**config.mk**
```make
export PLATFORM = sky130hd
export DESIGN_NAME = sticky_least_loaded_router_top
export DESIGN_NICKNAME = d
export VERILOG_FILES = /design/src/slr_pkg.sv /design/src/sticky_least_loaded_router_top.sv
export VERILOG_INCLUDE_DIRS = /design/src /design/src/src
export SDC_FILE = /design/constraint.sdc
export NUM_CORES = 2
export LEC_CHECK = 0
export ABC_AREA = 1
export BUFFER_PORTS_ARGS = -buffer_cell sky130_fd_sc_hd__buf_2
export CAP_MARGIN = 20
export CORE_MARGIN = 3
export CORE_UTILIZATION = 33
export CTS_BUF_LIST = sky130_fd_sc_hd__clkbuf_16
export CTS_CLUSTER_DIAMETER = 50
export DETAILED_ROUTE_END_ITERATION = 12
export PLACE_DENSITY = 0.44
export SYNTH_ARGS = -nofsm -noshare
export SYNTH_HDL_FRONTEND = slang
export SYNTH_SLANG_ARGS = --single-unit
```
**constraint.sdc**
```tcl
create_clock -name clk -period 55.2 [get_ports clk]
set_input_delay 5.52 -clock clk [delete_from_list [all_inputs] [get_ports clk]]
set_output_delay 5.52 -clock clk [all_outputs]
set_load 0.01 [all_outputs]
```
**src/sticky_least_loaded_router_top_defines.svh**
```systemverilog
// Assertion macros for the sticky least-loaded router.
// Included by the top level; depends on nothing else.
`ifndef STICKY_LEAST_LOADED_ROUTER_TOP_DEFINES_SVH
`define STICKY_LEAST_LOADED_ROUTER_TOP_DEFINES_SVH

// Same-cycle implication, disabled during reset.
`define SLR_ASSERT_SAME(label, clk, rst, ante, cons, msg) \
  label: assert property (@(posedge clk) disable iff (rst) (ante) |-> (cons)) \
    else $error(msg);

// Next-cycle implication, disabled during reset.
`define SLR_ASSERT_NEXT(label, clk, rst, ante, cons, msg) \
  label: assert property (@(posedge clk) disable iff (rst) (ante) |=> (cons)) \
    else $error(msg);

`endif

```
**src/slr_pkg.sv**
```systemverilog
// Types and constants shared by the sticky least-loaded router.
// Depends on nothing; imported by the top level.
package slr_pkg;

  localparam int unsigned ID_W    = 10;
  localparam int unsigned CMD_W   = 2;
  localparam int unsigned SVC_W   = 2;
  localparam int unsigned STAT_W  = 2;
  localparam int unsigned NUM_SVC = 4;
  localparam int unsigned LOAD_W  = 11;

  localparam logic [LOAD_W-1:0] LOAD_MAX = '1;

  localparam logic [CMD_W-1:0] CMD_CONNECT = 2'd0;
  localparam logic [CMD_W-1:0] CMD_DATA    = 2'd1;
  localparam logic [CMD_W-1:0] CMD_CLOSE   = 2'd2;

  localparam logic [STAT_W-1:0] ST_OK      = 2'd0;
  localparam logic [STAT_W-1:0] ST_DUP     = 2'd1;
  localparam logic [STAT_W-1:0] ST_UNBOUND = 2'd2;

  typedef struct packed {
    logic [CMD_W-1:0] cmd;
    logic [ID_W-1:0]  conn_id;
  } slr_req_t;

  typedef struct packed {
    logic [SVC_W-1:0]  target_service;
    logic [STAT_W-1:0] status;
  } slr_rsp_t;

  typedef struct packed {
    logic             valid;
    logic [SVC_W-1:0] svc;
  } slr_entry_t;

endpackage

```
**src/sticky_least_loaded_router_top.sv**
```systemverilog
// Sticky least-loaded router: route table memory, per-service load counters and control.
// Depends on slr_pkg and sticky_least_loaded_router_top_defines.svh.
//
// Usage: a command beat is taken at a rising edge with start high and busy low.
// The req beat carries cmd (connect, data, close) and conn_id. In the next cycle the
// route table entry has been read; in that cycle the result is worked out, the entry
// and the service counters are updated as the command needs, and the result is registered.
// The rsp beat is shown in the following cycle with done high for that cycle only.
// busy is high for exactly one cycle after an accepted beat, so a new command is not
// taken while the previous one is in its lookup, which waits on the registered read
// of the route table memory. The next command can be accepted in the very cycle its
// predecessor's result is shown.
// The receiver cannot hold results off, so no result ever waits.
// After reset the block sweeps the route table, one entry a cycle, over all
// min(CONN_SLOTS, 1024) entries with busy high; the service counters clear at once.
// A conn_id at or beyond CONN_SLOTS is treated as unbound by every command.
module sticky_least_loaded_router_top #(
  parameter int unsigned CONN_SLOTS = 1024
) (
  input  logic              clk,
  input  logic              rst,
  input  logic              start,
  output logic              busy,
  input  slr_pkg::slr_req_t req,
  output logic              done,
  output slr_pkg::slr_rsp_t rsp
);
  import slr_pkg::*;

  localparam int unsigned ID_SPAN = 1 << ID_W;
  localparam int unsigned DEPTH   = (CONN_SLOTS < ID_SPAN) ? CONN_SLOTS : ID_SPAN;
  localparam int unsigned AW      = $clog2(DEPTH);
  localparam logic [ID_W:0]   DEPTH_V = (ID_W + 1)'(DEPTH);
  localparam logic [AW-1:0]   LAST_A  = AW'(DEPTH - 1);

  localparam logic [1:0] S_CLEAR  = 2'd0;
  localparam logic [1:0] S_IDLE   = 2'd1;
  localparam logic [1:0] S_LOOKUP = 2'd2;

  slr_entry_t mem [DEPTH];
  slr_entry_t rdata;

  logic [1:0]        state;
  logic [1:0]        state_next;
  logic [AW-1:0]     clr_addr;
  slr_req_t          req_q;
  logic [LOAD_W-1:0] load [NUM_SVC];

  logic              accept;
  logic              in_range;
  logic              bound;
  logic              we;
  logic [AW-1:0]     waddr;
  slr_entry_t        wdata;
  logic              inc_en;
  logic              dec_en;
  logic [SVC_W-1:0]  inc_svc;
  logic [SVC_W-1:0]  pick;
  logic              sel_a;
  logic              sel_b;
  logic              sel_top;
  logic [LOAD_W-1:0] min_a;
  logic [LOAD_W-1:0] min_b;
  slr_rsp_t          rsp_next;

  assign busy   = (state != S_IDLE);
  assign accept = start && !busy;

  always_ff @(posedge clk) begin
    if (we) begin
      mem[waddr] <= wdata;
    end
    if (accept) begin
      rdata <= mem[req.conn_id[AW-1:0]];
    end
  end

  // Pairwise least-loaded tree; a tie goes to the later index.
  always_comb begin
    sel_a   = !(load[0] < load[1]);
    sel_b   = !(load[2] < load[3]);
    min_a   = sel_a ? load[1] : load[0];
    min_b   = sel_b ? load[3] : load[2];
    sel_top = !(min_a < min_b);
    pick    = sel_top ? {1'b1, sel_b} : {1'b0, sel_a};
  end

  always_comb begin
    in_range   = ({1'b0, req_q.conn_id} < DEPTH_V);
    bound      = in_range && rdata.valid;
    we         = 1'b0;
    waddr      = req_q.conn_id[AW-1:0];
    wdata      = '0;
    inc_en     = 1'b0;
    dec_en     = 1'b0;
    inc_svc    = pick;
    rsp_next   = '{target_service: '0, status: ST_UNBOUND};
    state_next = state;
    unique case (state)
      S_CLEAR: begin
        we    = 1'b1;
        waddr = clr_addr;
        if (clr_addr == LAST_A) begin
          state_next = S_IDLE;
        end
      end
      S_IDLE: begin
        if (start) begin
          state_next = S_LOOKUP;
        end
      end
      S_LOOKUP: begin
        state_next = S_IDLE;
        if (in_range) begin
          unique case (req_q.cmd)
            CMD_CONNECT: begin
              if (bound) begin
                rsp_next = '{target_service: rdata.svc, status: ST_DUP};
              end else begin
                we       = 1'b1;
                wdata    = '{valid: 1'b1, svc: pick};
                inc_en   = 1'b1;
                rsp_next = '{target_service: pick, status: ST_OK};
              end
            end
            CMD_DATA: begin
              if (bound) begin
                rsp_next = '{target_service: rdata.svc, status: ST_OK};
              end
            end
            CMD_CLOSE: begin
              if (bound) begin
                we       = 1'b1;
                dec_en   = 1'b1;
                inc_svc  = rdata.svc;
                rsp_next = '{target_service: rdata.svc, status: ST_OK};
              end
            end
            default: begin
              rsp_next = '{target_service: '0, status: ST_UNBOUND};
            end
          endcase
        end
      end
      default: begin
        state_next = S_CLEAR;
      end
    endcase
  end

  always_ff @(posedge clk) begin
    if (rst) begin
      state    <= S_CLEAR;
      clr_addr <= '0;
      done     <= 1'b0;
    end else begin
      state <= state_next;
      done  <= (state == S_LOOKUP);
      if (state == S_CLEAR) begin
        clr_addr <= clr_addr + AW'(1);
      end
    end
  end

  always_ff @(posedge clk) begin
    if (accept) begin
      req_q <= req;
    end
    if (state == S_LOOKUP) begin
      rsp <= rsp_next;
    end
  end

  for (genvar i = 0; i < NUM_SVC; i++) begin : g_load
    always_ff @(posedge clk) begin
      if (rst) begin
        load[i] <= '0;
      end else if (inc_en && (pick == SVC_W'(i)) && (load[i] != LOAD_MAX)) begin
        load[i] <= load[i] + LOAD_W'(1);
      end else if (dec_en && (inc_svc == SVC_W'(i)) && (load[i] != '0)) begin
        load[i] <= load[i] - LOAD_W'(1);
      end
    end
  end

`include "sticky_least_loaded_router_top_defines.svh"

  `SLR_ASSERT_SAME(a_done_idle, clk, rst, done, state == S_IDLE, "result shown while busy")
  `SLR_ASSERT_SAME(a_done_src, clk, rst, done, $past(accept, 2), "result without a command")
  `SLR_ASSERT_NEXT(a_accept_done, clk, rst, accept, !done && state == S_LOOKUP, "lookup skipped")
  `SLR_ASSERT_SAME(a_unbound_zero, clk, rst, done && rsp.status == ST_UNBOUND,
                   rsp.target_service == '0, "unbound result with a service")

endmodule

```
**Word level (Yosys, flattened, before mapping)**

Memory sizes are Yosys's and may differ from the RTL's. A register that Yosys moved wholly into a read port is not among the register bits.
Cells that the tools add are included.

- Register bits after elaboration: 29
- Latch bits: 0
- Bits in writable memories: 3116
- Memory bits (read-only): 0
- Bits of input ports: 15
- Output and inout bits: 6
- Logic and storage cells: 141
- Memories: 2

- Add/sub/neg operators: 9
- Multiply operators: 0
- Div/mod/pow operators: 0
- $lt $le $gt $ge: 3
- Equal/unequal tests: 18
- Shift operators: 0
- Mux-type cells: 64
- Bitwise operators: 8
- Reduce and logical (&&, ||, !) cells: 30

Memories:

| memory | depth | bits a word | read ports | clocked after Yosys merged registers in | write ports | RTL line | source |
|---|---|---|---|---|---|---|---|
| mem | 1024 | 3 | 1 | 1 | 1 | sticky_least_loaded_router_top.sv:40 | `slr_entry_t mem [DEPTH];` |
| load | 4 | 11 | 4 | 0 | 4 | sticky_least_loaded_router_top.sv:47 | `logic [LOAD_W-1:0] load [NUM_SVC];` |

Operator list:

| kind | number |
|---|---|
| $mux 11 | 10 |
| $add 11x1->11 const B | 4 |
| $ne 11x11->1 const B | 4 |
| $reduce_bool 11->1 | 4 |
| $sub 11x1->11 const B | 4 |
| $mux 1 | 38 |
| $lt 11x11->1 | 3 |
| $logic_and 1x1->1 | 17 |
| $eq 2x2->1 const B | 6 |
| $mux 2 | 6 |
| $add 10x1->10 const B | 1 |
| $eq 10x10->1 const B | 1 |
| $mux 10 | 1 |
| $mux 3 | 3 |
| $eq 2x1->1 const B | 4 |
| $logic_not 2->1 | 4 |
| $mux 4 | 2 |
| $or 1x1->1 | 8 |
| $pmux 4 s2 | 1 |
| $pmux 2 s3 | 1 |
| $ne 2x2->1 const B | 2 |
| $pmux 1 s2 | 2 |
| $logic_not 1->1 | 3 |
| $ne 2x1->1 const B | 1 |
| 2 further kinds | 2 |

**Logic depth before layout (Yosys ltp)**

An unclocked memory read counts as a cell.

- Depth after elaboration: 16
- Mapped depth: 25
- Depth with buffers taken out: 22

**Worst setup path after synthesis**

OpenSTA, ideal clock, no wires.

- Kind: register to register
- Start point: register req_q[10] in the netlist's numbering
- End point: memory mem[0][0] in the netlist's numbering, data pin
- Library setup time: 2000 ps
- Data arrival time: 24899 ps
- Required time: 53200 ps
- Slack: 28301 ps
- Cell stages (with the launch flop): 9
- Path buffers: 0
- Period minus slack after synthesis: 26899 ps
- Cell sequence: edfxtp_1 -> inv_1 -> ha_1 -> inv_1 -> nor2_1 -> nand2_1 -> inv_1 -> nand3_1 -> inv_1

RTL lines:

| element | RTL line | source |
|---|---|---|
| start, declared | sticky_least_loaded_router_top.sv:46 | `slr_req_t req_q;` |
| start signal, assigned | sticky_least_loaded_router_top.sv:167 | `req_q <= req;` |
| end, declared | sticky_least_loaded_router_top.sv:40 |  |

==> impl_results.md <==
- Worst Reg-to-Reg Cells: 18
- Setup crit end kind: register
- Final Hold Vio Count: 0
- FF-to-FF End: mem[906][0]
- Switch share: 0.2263
- Pwr Total: between 0.005 and 0.006 W
- Post-synth EDFFs: approximately 3.1k
- Routed WL: 432,400 µm
- PortBufs: 20
- Worst Skew: 0.05285 ns
- Longest Clk Path Bufs: 4
- Hold path endpoint: clr_addr[5]
- Final setup viols: 0
- Largest net degree at the start of global routing: 215
- Syn. warnings: 0
- Max VDD drop: roughly 0.027 mV
- P_sw: 0.001260 W
- Synth area leader: edfxtp_1
- Die height: 637.6 µm
- Fin crit period: 10.25 ns
- CTS tree: yes
- CP max FO: 163
- Row Count: 231
- RePlAce Congestion: 0.8061
- Clk sinks: 3,148
- Most frequent cell after synthesis: edfxtp_1
- Seq pwr share: 0.466
- Async SR Flop Fraction: 0
- Total number of vias: 89.63k
- CP arrival: around 11 ns
- CP Class: input pin to register
- Starting Density: 0.3320
- Residual DRC: 0
- PostCTS Resize Cnt: 0
- Worst Hold Slack: 0.4974 ns
- Main synth FF type: edfxtp_1
- # IOs: 21
- # nets final: 11.06k
- Clock root cell: clkbuf_16
- Worst Tran Pin Value: ~1.2 ns
- Req. time, crit path: 56.02 ns
- Run status: finished, final reports clean
- Worst hold path type: register to register
- Layout cells sized above 1: 0.08249
- Period utilization: 0.1857
- Grt total ovfl: 0
- Internal: 0.004309 W
- LEAKAGE: 42.48 nW
- Via density: 5.400
- MaxCap Viol Count: 0
- H-Tree Depth: 5
- #FFs+latches synth: 3,148
- DR WL/cell: 26.05 µm
- Setup TNS: 0 ns
- Die width: 637.6 µm
- Max Clk Rate: ~100 MHz
- Initial antenna violation count: 40
- First-pass GRT wire length: 625,100 µm
- Starting DRT DRC Count: 9,650
- Post-DRT Antenna Nets: 0
- Slew HR: 0.1999
- Synth Cell Area: around 130,000 µm²
- Critical R2R Launch: load[1][8]
- Insertion delay to the later sink of the worst-skew pair: 0.97 ns
- Hold path depth: 2
- Hold-fix buffers, CTS: 0
- Core area: 396,500 µm²
- Die area: 406,600 µm²
- Top post-synthesis cells by area: edfxtp_1 (72%), nor2_1 (7.5%), o21ai_0 (5.4%)
- Combinational fraction of design power: 0.042
- Post-synthesis cell count: between 10k and 15k
- Layout area overhead: 14.10%
- RSZ-0062 raised after global routing: no
- Vias in the first global route: 91.27k
- Post-Syn Area per Cell: between 10 and 15 µm²
- Cell Pwr Density: 37.08 nW/µm²
- Sequential area share after synthesis: 0.7171
- Critical path launch point type: input pin
- GRT Total Usage: 0.2074
- Mapped Nets: 11.34k
- Top cells by count, synth: edfxtp_1 (3,135), nor2_1 (2,619), o21ai_0 (1,417)
- Worst-path clk slew: 0.06 ns
- Total CTS buffers: slightly above 400
- Final Max Slew Viols: 0
- Pre-Repair DR Iteration Count: 6
- R2R Setup Slk: 47.72 ns
- Distinct cell type count after synthesis: 46
- Post-CTS Setup Inserts: 0
- Post-DP HPWL: 229,400 µm
- Top-area cell type share of the netlist area: 0.7151
- Hold Path Origin: clr_addr[5]
- Clock power share: 0.493
[per-stage QoR]
stage	cells	util	worst slack, ns	cell area, µm²
floorplan	11280	-	28.30	131700
global placement	15820	0.3430	44.15	136000
detailed placement	15820	0.3430	44.10	136000
CTS	16590	0.3787	45.13	150200
global route	16590	0.3788	44.60	150200
finish	16600	0.3788	44.95	150200
[routing by layer]
metal | wire length (µm) | track usage | vias up
met2 | 205400 | 0.3479 | 3112
met4 | 12630 | 0.06010 | 2
met3 | 28280 | 0.03149 | 619
li1 | - | - | 40250
met1 | 186100 | 0.2781 | 45650
met5 | 13 | 0 | -
[power groups by stage]
stage	Combinational, W	Sequential (W)	Clock, W
after floorplan	0.000150	0.00264	0
after global placement	0.000231	0.00264	0
after detailed placement	0.000232	0.00264	0
after CTS	0.000232	0.00259	0.00280
after global routing	0.000253	0.00259	0.00290
final	0.000232	0.00259	0.00274
[cell usage in the layout, fill, tap and decap left out, types with 8 or more instances in the layout]
| cell | synthesis | layout |
|---|---|---|
| edfxtp_1 | 3135 | 3135 |
| nor2_1 | 2619 | 2617 |
| o21ai_0 | 1417 | 1417 |
| nand2_1 | 1020 | 989 |
| nand3_1 | 847 | 843 |
| o22ai_1 | 747 | 747 |
| clkbuf_16 | 0 | 421 |
| inv_1 | 165 | 213 |
| o21ai_1 | 161 | 161 |
| buf_4 | 54 | 153 |
| a21oi_1 | 56 | 56 |
| bufinv_16 | 0 | 56 |
| clkinv_2 | 0 | 51 |
| clkinv_1 | 3 | 50 |
| ha_1 | 49 | 49 |
| clkinv_4 | 0 | 44 |
| inv_6 | 0 | 38 |
| xor2_1 | 37 | 37 |
| clkinvlp_4 | 0 | 35 |
| nor3_1 | 28 | 28 |
| inv_8 | 0 | 20 |
| nand4_1 | 18 | 18 |
| nand2_4 | 0 | 16 |
| buf_2 | 212 | 14 |
| dfxtp_1 | 13 | 13 |
| buf_12 | 1 | 11 |
| nor2_2 | 12 | 10 |
| diode_2 | 0 | 9 |
| nand2_2 | 3 | 9 |
| nand2_8 | 0 | 9 |
| inv_2 | 10 | 8 |
[logic make-up (layout without fill, tap and decap cells)]
kind of cell | Yosys count | after routing | synth area share
AO/OA/AOI/OAI | 2405 | 2405 | 0.09902
XOR/XNOR | 40 | 40 | 0.002661
adder cells (fa/ha/maj) | 50 | 50 | 0.004809
buffers and inverters | 1063 | 1131 | 0.03644
flip-flops | 3148 | 3148 | 0.7171
other | 0 | 9 | 0
AND/OR/NAND/NOR | 4573 | 4573 | 0.1400
[final cells by class]
cell class                      count  area [µm²]
Antenna cell                        9       22.52
Clock buffer                      421       10540
Clock inverter                    347        3607
Fill cell                       38400      246300
Inverter                          178       726.9
Multi-Input combinational cell   7068       32810
Sequential cell                  3148       94400
Tap cell                         5242        6559
Timing Repair Buffer              185        1549
[flip-flops by register name, summed over array words and instances, names as in the netlist]
signal / flops
bound: 1
load: 44
clr_addr: 10
done: 1
mem: 3072
state: 2
rsp: 4
req_q: 12
rdata: 2
[worst max-delay path, stage by stage]
cell     delay, ns
buf_8         0.22
inv_8         0.63
buf_4         0.74
buf_4         0.72
buf_4         0.88
o21ai_0       0.22
o22ai_1       0.17
nand2_1       0.09
nand3_1       0.10
nand3_1       0.18
nand3_1       0.14
nand3_1       0.50
nand3_1       0.32
nand3_1       0.12
nand2_1       0.09
nand2_1       0.06
nand2_1       0.07
[worst max-delay path by stage]
stage / start / endpoint / slack (ns) / depth (start not counted)
floorplan: req_q[10] / mem[0][0] / 28.30 / 8
global placement: req[0] / rdata[1] / 44.15 / 17
detailed placement: req[0] / rdata[1] / 44.10 / 17
CTS: req[0] / rdata[1] / 45.13 / 17
global route: req[0] / rdata[1] / 44.60 / 17
finish: req[0] / rdata[0] / 44.95 / 17
No activity file was read; power rests on OpenSTA's default activity.
